==> src/design/cap_pkg.sv <==
// shared types and constants of the cascaded attitude pid block
package cap_pkg;

    // number of pid loops and their order in the state arrays
    localparam int NUM_PID = 5;
    localparam logic [2:0] PID_RA = 3'd0;
    localparam logic [2:0] PID_PA = 3'd1;
    localparam logic [2:0] PID_RR = 3'd2;
    localparam logic [2:0] PID_PR = 3'd3;
    localparam logic [2:0] PID_YR = 3'd4;

    // configuration register indexes
    localparam int REG_IDX_W = 3;
    localparam logic [REG_IDX_W-1:0] REG_RA_GAINS = 3'd0;
    localparam logic [REG_IDX_W-1:0] REG_PA_GAINS = 3'd1;
    localparam logic [REG_IDX_W-1:0] REG_RR_GAINS = 3'd2;
    localparam logic [REG_IDX_W-1:0] REG_PR_GAINS = 3'd3;
    localparam logic [REG_IDX_W-1:0] REG_YR_GAINS = 3'd4;
    localparam logic [REG_IDX_W-1:0] REG_LIMITS   = 3'd5;
    localparam logic [REG_IDX_W-1:0] REG_PERIOD   = 3'd6;

    // field widths
    localparam int FIELD_W  = 32;
    localparam int NUM_IN   = 8;
    localparam int NUM_OUT  = 3;
    localparam int GAIN_W   = 16;
    localparam int GAINS_W  = 48;
    localparam int LIMITS_W = 64;
    localparam int PERIOD_W = 16;
    localparam int ACC_W    = 40;
    localparam int CFG_W    = 64;

    // reset values of the configuration registers
    localparam logic [LIMITS_W-1:0] LIMITS_RST = 64'h00C8_0064_01F4_00C8;
    localparam logic [PERIOD_W-1:0] PERIOD_RST = 16'd655;

    // derivative divider: dividend is |diff| << 16 with a 33-bit diff
    localparam int DQW        = 49;
    localparam int DIV_STEPS  = DQW;
    localparam int DIV_CNT_W  = $clog2(DIV_STEPS);

    // per-loop sequence phases
    localparam logic [2:0] PH_ERR = 3'd0;
    localparam logic [2:0] PH_DT  = 3'd1;
    localparam logic [2:0] PH_ACC = 3'd2;
    localparam logic [2:0] PH_P   = 3'd3;
    localparam logic [2:0] PH_I   = 3'd4;
    localparam logic [2:0] PH_D   = 3'd5;
    localparam logic [2:0] PH_OUT = 3'd6;

    // commands from the controller to the datapath
    typedef struct packed {
        logic       capture;
        logic       load;
        logic       div_step;
        logic       finish;
        logic       run;
        logic [2:0] pid_idx;
        logic [2:0] phase;
        logic       out_load;
    } cap_cmd_t;

endpackage

==> src/design/cap_ctrl.sv <==
// sequencer of the cascaded attitude pid block
module cap_ctrl import cap_pkg::*; (
    input  logic     aclk,
    input  logic     aresetn,
    input  logic     s_tvalid,
    output logic     s_tready,
    output logic     m_tvalid,
    input  logic     m_tready,
    output cap_cmd_t cmd
);

    typedef enum logic [5:0] {
        ST_IDLE = 6'b000001,
        ST_LOAD = 6'b000010,
        ST_DIV  = 6'b000100,
        ST_FIN  = 6'b001000,
        ST_RUN  = 6'b010000,
        ST_DONE = 6'b100000
    } cap_state_t;

    cap_state_t           state_reg, state_next;
    logic [DIV_CNT_W-1:0] div_cnt_reg, div_cnt_next;
    logic [2:0]           pid_reg, pid_next;
    logic [2:0]           phase_reg, phase_next;
    logic                 m_tvalid_reg, m_tvalid_next;
    logic                 out_free;

    assign s_tready = (state_reg == ST_IDLE);
    assign m_tvalid = m_tvalid_reg;
    assign out_free = !m_tvalid_reg || m_tready;

    // next state and commands
    always_comb begin
        state_next   = state_reg;
        div_cnt_next = div_cnt_reg;
        pid_next     = pid_reg;
        phase_next   = phase_reg;
        cmd          = '0;
        cmd.pid_idx  = pid_reg;
        cmd.phase    = phase_reg;
        case (state_reg)
            ST_IDLE: begin
                if (s_tvalid) begin
                    cmd.capture = 1'b1;
                    state_next  = ST_LOAD;
                end
            end
            ST_LOAD: begin
                cmd.load     = 1'b1;
                div_cnt_next = '0;
                state_next   = ST_DIV;
            end
            ST_DIV: begin
                cmd.div_step = 1'b1;
                if (div_cnt_reg == DIV_CNT_W'(DIV_STEPS - 1)) begin
                    state_next = ST_FIN;
                end else begin
                    div_cnt_next = div_cnt_reg + DIV_CNT_W'(1);
                end
            end
            ST_FIN: begin
                cmd.finish = 1'b1;
                pid_next   = PID_RA;
                phase_next = PH_ERR;
                state_next = ST_RUN;
            end
            ST_RUN: begin
                cmd.run = 1'b1;
                if (phase_reg == PH_OUT) begin
                    phase_next = PH_ERR;
                    if (pid_reg == PID_YR) begin
                        state_next = ST_DONE;
                    end else begin
                        pid_next = pid_reg + 3'd1;
                    end
                end else begin
                    phase_next = phase_reg + 3'd1;
                end
            end
            ST_DONE: begin
                if (out_free) begin
                    cmd.out_load = 1'b1;
                    state_next   = ST_IDLE;
                end
            end
            default: begin
                state_next = ST_IDLE;
            end
        endcase
    end

    // output valid flag
    always_comb begin
        if (cmd.out_load) begin
            m_tvalid_next = 1'b1;
        end else if (m_tready) begin
            m_tvalid_next = 1'b0;
        end else begin
            m_tvalid_next = m_tvalid_reg;
        end
    end

    // control registers
    always_ff @(posedge aclk) begin
        if (!aresetn) begin
            state_reg    <= ST_IDLE;
            div_cnt_reg  <= '0;
            pid_reg      <= PID_RA;
            phase_reg    <= PH_ERR;
            m_tvalid_reg <= 1'b0;
        end else begin
            state_reg    <= state_next;
            div_cnt_reg  <= div_cnt_next;
            pid_reg      <= pid_next;
            phase_reg    <= phase_next;
            m_tvalid_reg <= m_tvalid_next;
        end
    end

endmodule

==> config.mk <==
export PLATFORM = sky130hd
export DESIGN_NAME = cap_ctrl
export DESIGN_NICKNAME = d
export VERILOG_FILES = /design/src/design/cap_pkg.sv /design/src/design/cap_ctrl.sv
export SDC_FILE = /design/constraint.sdc
export NUM_CORES = 1
export LEC_CHECK = 0
export BUFFER_PORTS_ARGS = -buffer_cell sky130_fd_sc_hd__buf_2
export CORE_MARGIN = 2
export CORE_UTILIZATION = 50
export CTS_BUF_LIST = sky130_fd_sc_hd__clkbuf_4 sky130_fd_sc_hd__clkbuf_8 sky130_fd_sc_hd__clkbuf_16
export CTS_CLUSTER_DIAMETER = 40
export DETAILED_ROUTE_END_ITERATION = 10
export PLACE_DENSITY = 0.72
export SLEW_MARGIN = 25
export SYNTH_ARGS = -nofsm -noshare
export SYNTH_HDL_FRONTEND = slang
export SYNTH_SLANG_ARGS = --single-unit
==> constraint.sdc <==
create_clock -name aclk -period 2.4 [get_ports aclk]
set_input_delay 0.36 -clock aclk [delete_from_list [all_inputs] [get_ports aclk]]
set_output_delay 0.36 -clock aclk [all_outputs]
set_load 0.01 [all_outputs]
* After elaboration in Yosys (flattened, before gate mapping)
Cells that the tools add are included.
** Cells by class
- $add $sub $neg :: 3
- Equal/unequal tests :: 16
- Mux-type cells :: 23
- Reductions and logical operators :: 8
** Operators by type and width (count)
- $mux W6 :: 6
- $pmux W6 S6 :: 1
- $ne A2 B2 Y1 const B :: 7
- $eq A6 B6 Y1 const B :: 2
- $pmux W3 S2 :: 2
- $pmux W6 S2 :: 1
- $mux W1 :: 10
- $mux W3 :: 3
- $add A3 B1 Y3 const B :: 2
- $add A6 B1 Y6 const B :: 1
- $eq A3 B3 Y1 const B :: 2
- $eq A6 B1 Y1 const B :: 1
- $eq A6 B2 Y1 const B :: 1
- $eq A6 B3 Y1 const B :: 1
- $eq A6 B4 Y1 const B :: 1
- $eq A6 B5 Y1 const B :: 1
- $reduce_bool A2 Y1 :: 3
- $reduce_and A5 Y1 :: 1
- $reduce_and A3 Y1 :: 1
- $reduce_and A2 Y1 :: 1
- $logic_not A1 Y1 :: 1
- $logic_or A1 B1 Y1 :: 1
** Word-level totals
- Flip-flop bits (word level) :: 19
- Bits of input ports :: 4
- Word-level logic and storage cells :: 55

* Logic depth before layout (Yosys ltp)
Gate-level depths: netlist of the first run.
- Depth after elaboration :: 5
- Depth in mapped cells :: 6

* Worst setup path before layout of the first run
OpenSTA, ideal clock, no wires.
- Kind :: reg-to-reg
- From :: reg state_reg[1]
- To :: reg pid_reg[2]
- Library setup time :: 0.080 ns
- Data arrival time :: 1.517 ns
- Setup slack :: 0.803 ns
- Stages on the path, launching flop included :: 6
- Buffers on the path :: 1
- Clock period less this slack :: 1.597 ns
- Path through :: dfxtp_1 buf_6 nor4_4 nand4_4 or3_1 a211oi_2
** Between the ends
- Cells in the longest elaborated chain, start to end :: 3
- Elaborated cells on any way between the ends :: 7
- Classes of those cells :: eq/ne (4); mux (1); reduce/logical (2)
** Ends and longest elaborated chain
- from (decl) :: RTL line cap_ctrl.sv:21 : cap_state_t state_reg, state_next;
- from (signal assigned) :: RTL line cap_ctrl.sv:112 : state_reg <= state_next;
- $eq A6 B5 Y1 / $eq A6 B4 Y1 (equally long branches) :: RTL line cap_ctrl.sv:41 : case (state_reg)
- $ne A2 B2 Y1 (no line) / $reduce_bool A2 Y1 (equally long branches)
- $reduce_and A3 Y1 (no line)
- to (signal assigned) :: RTL line cap_ctrl.sv:114 : pid_reg <= pid_next;
- to (decl) :: RTL line cap_ctrl.sv:23 : logic [2:0] pid_reg, pid_next;
Parallel ways exist; a longest one is shown, timed or not.
A chain may end at the register's enable or synchronous reset.

==> results of run 1 <==
cells in the mapped netlist, types with 2 or more instances:
cell        n
dfxtp_1    19
a21oi_1    13
inv_1      11
nand3_1     6
nand2_1     5
ha_1        4
nand2b_1    4
nand4_1     4
nor2_1      4
o21ai_0     4
nand3b_1    3
nor2b_1     3
nor3_1      3
or3_1       3
xor2_1      3
a21o_1      2
a22oi_1     2
and2_1      2
and3_1      2
and3_2      2
buf_6       2
nor4_4      2
o2111ai_1   2
o211ai_1    2
o21ai_1     2
logic make-up after synthesis:
family | Yosys count | share of synthesized area
simple gates | 51 | 0.309
flops | 19 | 0.340
fa+ha+maj | 4 | 0.0447
xor+xnor | 3 | 0.0235
buf+inv | 17 | 0.0749
compound gates | 34 | 0.208
final cells by class:
class                   instances  area share
multi-input cells              92       0.534
clock buffers                   3      0.0183
clock inverters                 1     0.00407
flip-flops and latches         19       0.310
well taps                      28      0.0285
inverters                      12      0.0367
repair buffers                 17      0.0692
metal layers:
layer,vias to the layer above,part of all wire,GRT usage
met1,457,0.48,0.254
met3,4,0.033,0.0351
met2,18,0.47,0.340
met4,0,0.013,0.0658
li1,503,-,-
met5,-,0,0
power by group through the flow:
stage / Sequential [mW] / Clock, mW / Combinational [mW]
after floorplan: 0.379 / 0 / 0.301
after global placement: 0.409 / 0 / 0.324
after detailed placement: 0.413 / 0 / 0.326
after CTS: 0.406 / 0.167 / 0.333
after global routing: 0.414 / 0.177 / 0.369
final: 0.408 / 0.161 / 0.331
critical path: stages, from the launching register on:
cell and delay (ps):
dfxtp_1 410, nor4_1 520, nand3_1 250, inv_1 140
buf_2 140
worst max path at each step:
stage,start,to,depth (start not counted)
detailed placement,state_reg[1],pid_reg[2],4
global route,state_reg[1],cmd[8],4
global placement,state_reg[1],pid_reg[2],4
floorplan,state_reg[1],pid_reg[2],5
CTS,state_reg[1],cmd[7],4
finish,state_reg[4],cmd[8],4
cell usage in the layout (no fill, tap or decap), types with 2 or more instances in the layout:
cell type / Yosys / routed
and3_2: 2 / 2
nand3b_1: 3 / 3
nand4_1: 4 / 4
clkbuf_4: 0 / 3
o2111ai_1: 2 / 2
nand3_1: 6 / 6
xor2_1: 3 / 3
o21ai_1: 2 / 2
o21ai_0: 4 / 4
a21o_1: 2 / 2
nor2b_1: 3 / 3
nand2b_1: 4 / 4
and3_1: 2 / 2
ha_1: 4 / 4
buf_2: 1 / 17
nor4_4: 2 / 2
a22oi_1: 2 / 2
nor2_1: 4 / 4
o211ai_1: 2 / 2
dfxtp_1: 19 / 19
a21oi_1: 13 / 13
inv_1: 11 / 11
nor3_1: 3 / 3
nand2_1: 5 / 5
and2_1: 2 / 2
or3_1: 3 / 3
==> run summary, run 1 <==
core area: 2170 sq um
final setup fails: 0
Routed WL: 2310 microns
post-synth top area share: 0.340
Setup WS pre-CTS: 600 ps
GPL Wtd Cong: 0.845
DRC viols: 0
Reg2Reg Setup Slack: 590 ps
reg2reg path depth: 4
CTS clk-pin slew, worst paths: 110 ps
VDD IR max: 0.438 mV
CP Launch Type: register
origin of the worst min-delay path: aresetn
clk_lat worst skew: 300 ps
Pleak: 0.514 nW
global-route wire length before repair: 3910 microns
final core utilization: 0.566
initial core utilization: 0.516
hold_buf cts: 0
clk sinks: 19
Hold Path Stages: 2
DR vias: 982
FF/Latch Area: 380 sq um
Hold Path End: state_reg[5]
Yosys Warn Count: 0
DIE AREA: 2630 sq um
Mean Syn Cell Area: 8.75 sq um
dpl cell area: 1200 sq um
vias in the first global route: 891
Hold WS: 358 ps
Synth Cell Area: 1120 sq um
status: complete, no violations
Sw Share: 0.376
RSZ-0062 raised after global routing: no
Core Rows: 17
Seq/Total Area, Yosys: 0.340
Post-Syn Instances: 128
Yosys cell types: 44
initial antenna violation count: 0
TritonCTS clock tree: built
proportion of layout cells with a drive suffix above 1: 0.208
Worst Hold Class: primary input to register
Die X: 51.3 microns
Vias/cell: 5.71
Crit path arrival time: 1740 ps
net count after synthesis: 136
CP max FO: 7
Die Ht: 51.3 microns
Nets: 153
Post-synth EDFFs: 0
CP Class: register to output port
top_reg_cell synth: dfxtp_1
Pre-antenna DRT Iters: 4
Slew @ Worst Pin: 517 ps
r2r startpoint: state_reg[1]
pin count of the biggest net entering global routing: 12
root buffer cell: clkbuf_4
CTS Buffer Depth: 2
Worst Setup End Kind: output port
Maximum Capacitance Violations: 0
share of power burned in registers: 0.453
post-cts gate resize count: 0
Setup TNS: 0 ps
Area Growth Syn to Fin: 9.72%
Logic pwr share: 0.367
Clk pwr share: 0.179
sw power: 0.339 mW
synth top area cells: dfxtp_1, a21oi_1, ha_1, nor4_4, inv_1
grt ovf: 0
Multi-input gate area: 656 sq um
Reg2Reg Capture Point: pid_reg[2]
Fin. Hold Viols: 0
drt wl/cell: 13.4 microns
fin cells: 172
H-tree lvl count: 1
setup ws final: 297 ps
port bufs: 17
dpl hpwl: 1770 microns
number of diodes: 0
crit share post-route: 0.876
min cycle time layout: 2100 ps
ys async rst share: 0
starting DRC count in detailed routing: 18
Inst Count DP: 168
Fmax: 475 MHz
area leader, netlist: dfxtp_1
Int Pwr: 0.562 mW
Antenna Nets Post-Route: 0
flops & latches, synth: 19
final instance area: 1230 sq um
Worst Clk Skew: 5.70 ps
FILL cells: 222
num ports: 18
fin. max-slew vios: 0
worst endpoint required time: 2040 ps
GRT Overall Usage: 0.199
Worst slew margin: 0.653
post-CTS setup buffers: 0
total power: 0.900 mW
total CTS buffers: 3
power density over the cells: 733 nW/um^2
(Power assumes the default switching activity.)
==> run 2, diff against run 1 <==
- CORE_UTILIZATION: 50 -> 27
- CTS_CLUSTER_SIZE: default -> 16
- PLACE_DENSITY: 0.72 -> default
==> run 2 against run 1 <==
Sequential power about the same; setup slack improved by 76 ps; clock power is 47% higher; global-route usage fell by 8.3 points; critical path type unchanged; critical endpoint unchanged; largest cell class unchanged; largest power group unchanged; highest routed layer unchanged.
==> run summary, run 2 (synthesized netlist as in run 1, its figures left out) <==
TritonCTS clock tree: built
Worst Clk Skew: 1.44 ps (-4.26 ps)
Pre-antenna DRT Iters: 4 (unchanged)
setup ws final: 373 ps (+76.1 ps)
port bufs: 17 (unchanged)
GPL Wtd Cong: 0.801 (-5.2%)
post-cts gate resize count: 0 (unchanged)
FILL cells: 414 (+86%)
Fmax: 493 MHz (+3.8%)
Vias/cell: 5.00 (-12%)
pin count of the biggest net entering global routing: 12 (unchanged)
Antenna Nets Post-Route: 0 (unchanged)
Maximum Capacitance Violations: 0 (unchanged)
fin. max-slew vios: 0 (unchanged)
clk_lat worst skew: 250 ps (-50 ps)
num ports: 18 (unchanged)
vias in the first global route: 878 (-1.5%)
crit share post-route: 0.845 (-0.0317)
CP max FO: 10 (+3)
CP Class: register to output port
GRT Overall Usage: 0.116 (-0.0829)
DIE AREA: 4680 sq um (+78%)
Inst Count DP: 190 (+13%)
CP Launch Type: register
CTS Buffer Depth: 2 (unchanged)
Worst slew margin: 0.667 (+0.0137)
initial antenna violation count: 0 (unchanged)
Die Ht: 68.4 microns (+33%)
core area: 4000 sq um (+84%)
worst endpoint required time: 2040 ps (about the same)
commonest non-fill, non-tap cell in the layout: dfxtp_1
fin cells: 194 (+13%)
Fin. Hold Viols: 0 (unchanged)
drt wl/cell: 12.1 microns (-9.7%)
global-route wire length before repair: 4110 microns (+5.3%)
dpl hpwl: 1740 microns (-1.8%)
Worst Setup End Kind: output port
Hold WS: 411 ps (+52.9 ps)
number of diodes: 0 (unchanged)
grt ovf: 0 (unchanged)
status: complete, no violations
Pleak: 0.523 nW (+1.6%)
Area Growth Syn to Fin: 14.1%
total power: 0.970 mW (+7.8%)
initial core utilization: 0.280 (-0.236)
Reg2Reg Setup Slack: 610 ps (+20 ps)
H-tree lvl count: 1 (unchanged)
clk sinks: 19 (unchanged)
final setup fails: 0 (unchanged)
Setup TNS: 0 ps (unchanged)
Die X: 68.4 microns (+33%)
Setup WS pre-CTS: 628 ps (+27.8 ps)
RSZ-0062 raised after global routing: no
starting DRC count in detailed routing: 22 (+4)
total CTS buffers: 3 (unchanged)
Worst Hold Class: primary input to register
commonest non-fill, non-tap cells in the layout: dfxtp_1, buf_2, a21oi_1, inv_1, nand3_1
root buffer cell: clkbuf_8
power density over the cells: 759 nW/um^2 (+3.6%)
min cycle time layout: 2030 ps (-76.1 ps)
proportion of layout cells with a drive suffix above 1: 0.208 (unchanged)
Slew @ Worst Pin: 496 ps (-20.4 ps)
DR vias: 970 (-1.2%)
VDD IR max: 0.266 mV (-39%)
DRC viols: 0 (unchanged)
Core Rows: 23 (+6)
Crit path arrival time: 1670 ps (-70 ps)
hold_buf cts: 0 (unchanged)
CTS clk-pin slew, worst paths: 70 ps (-40 ps)
Nets: 153 (unchanged)
Routed WL: 2360 microns (+1.9%)
post-CTS setup buffers: 0 (unchanged)
==> run 2: cell count changes in the layout (fill, tap and decap cells not counted), sizes merged <==
cell and change:
clkbuf +1, clkinv -1
==> run 2: worst paths after layout <==
kind	endpoint	cells past startpoint	start
max	cmd[8]	4	state_reg[1]
min	state_reg[5]	2	aresetn
max reg2reg	pid_reg[2]	4	state_reg[1]
min reg2reg	div_cnt_reg[5]	2	div_cnt_reg[5]
==> run 2: report_power, final <==
group / internal (mW) / leakage (nW) / switching, mW / total [mW]
combinational: 0.158 / 0.343 / 0.170 / 0.328
sequential: 0.341 / 0.154 / 0.0631 / 0.405
clock: 0.129 / 0.0262 / 0.108 / 0.237
total: 0.629 / 0.523 / 0.341 / 0.970
==> run 2: layout make-up <==
cell class                      instances  area (sq um)  area share
Clock buffer                            4          48.8      0.0382
Inverter                               12          45.0      0.0353
Multi-Input combinational cell         92           656       0.513
Sequential cell                        19           380       0.298
Tap cell                               50          62.6      0.0490
Timing Repair Buffer                   17          85.1      0.0666
==> run 2: worst max-delay path, stage by stage (launching register included) <==
cell and delay (ps):
dfxtp_1 420, nor4_1 470, nand3_1 250, inv_1 140, buf_2 140
==> run 2: routing by layer <==
metal / vias up / global-route usage / share of wire / wire, microns
met5: - / 0 / 0 / 0
met4: 0 / 0.0525 / 0.018 / 42
met3: 5 / 0.0214 / 0.028 / 66
met2: 13 / 0.177 / 0.43 / 1020
met1: 454 / 0.158 / 0.52 / 1230
li1: 498 / - / - / -
==> run 2: through the flow <==
step	util	instance area, sq um
4_1_cts	0.319	1280
5_1_grt	0.319	1280
2_1_floorplan	-	1120
3_5_place_dp	0.307	1230
3_3_place_gp	0.307	1230
6_report	0.319	1280
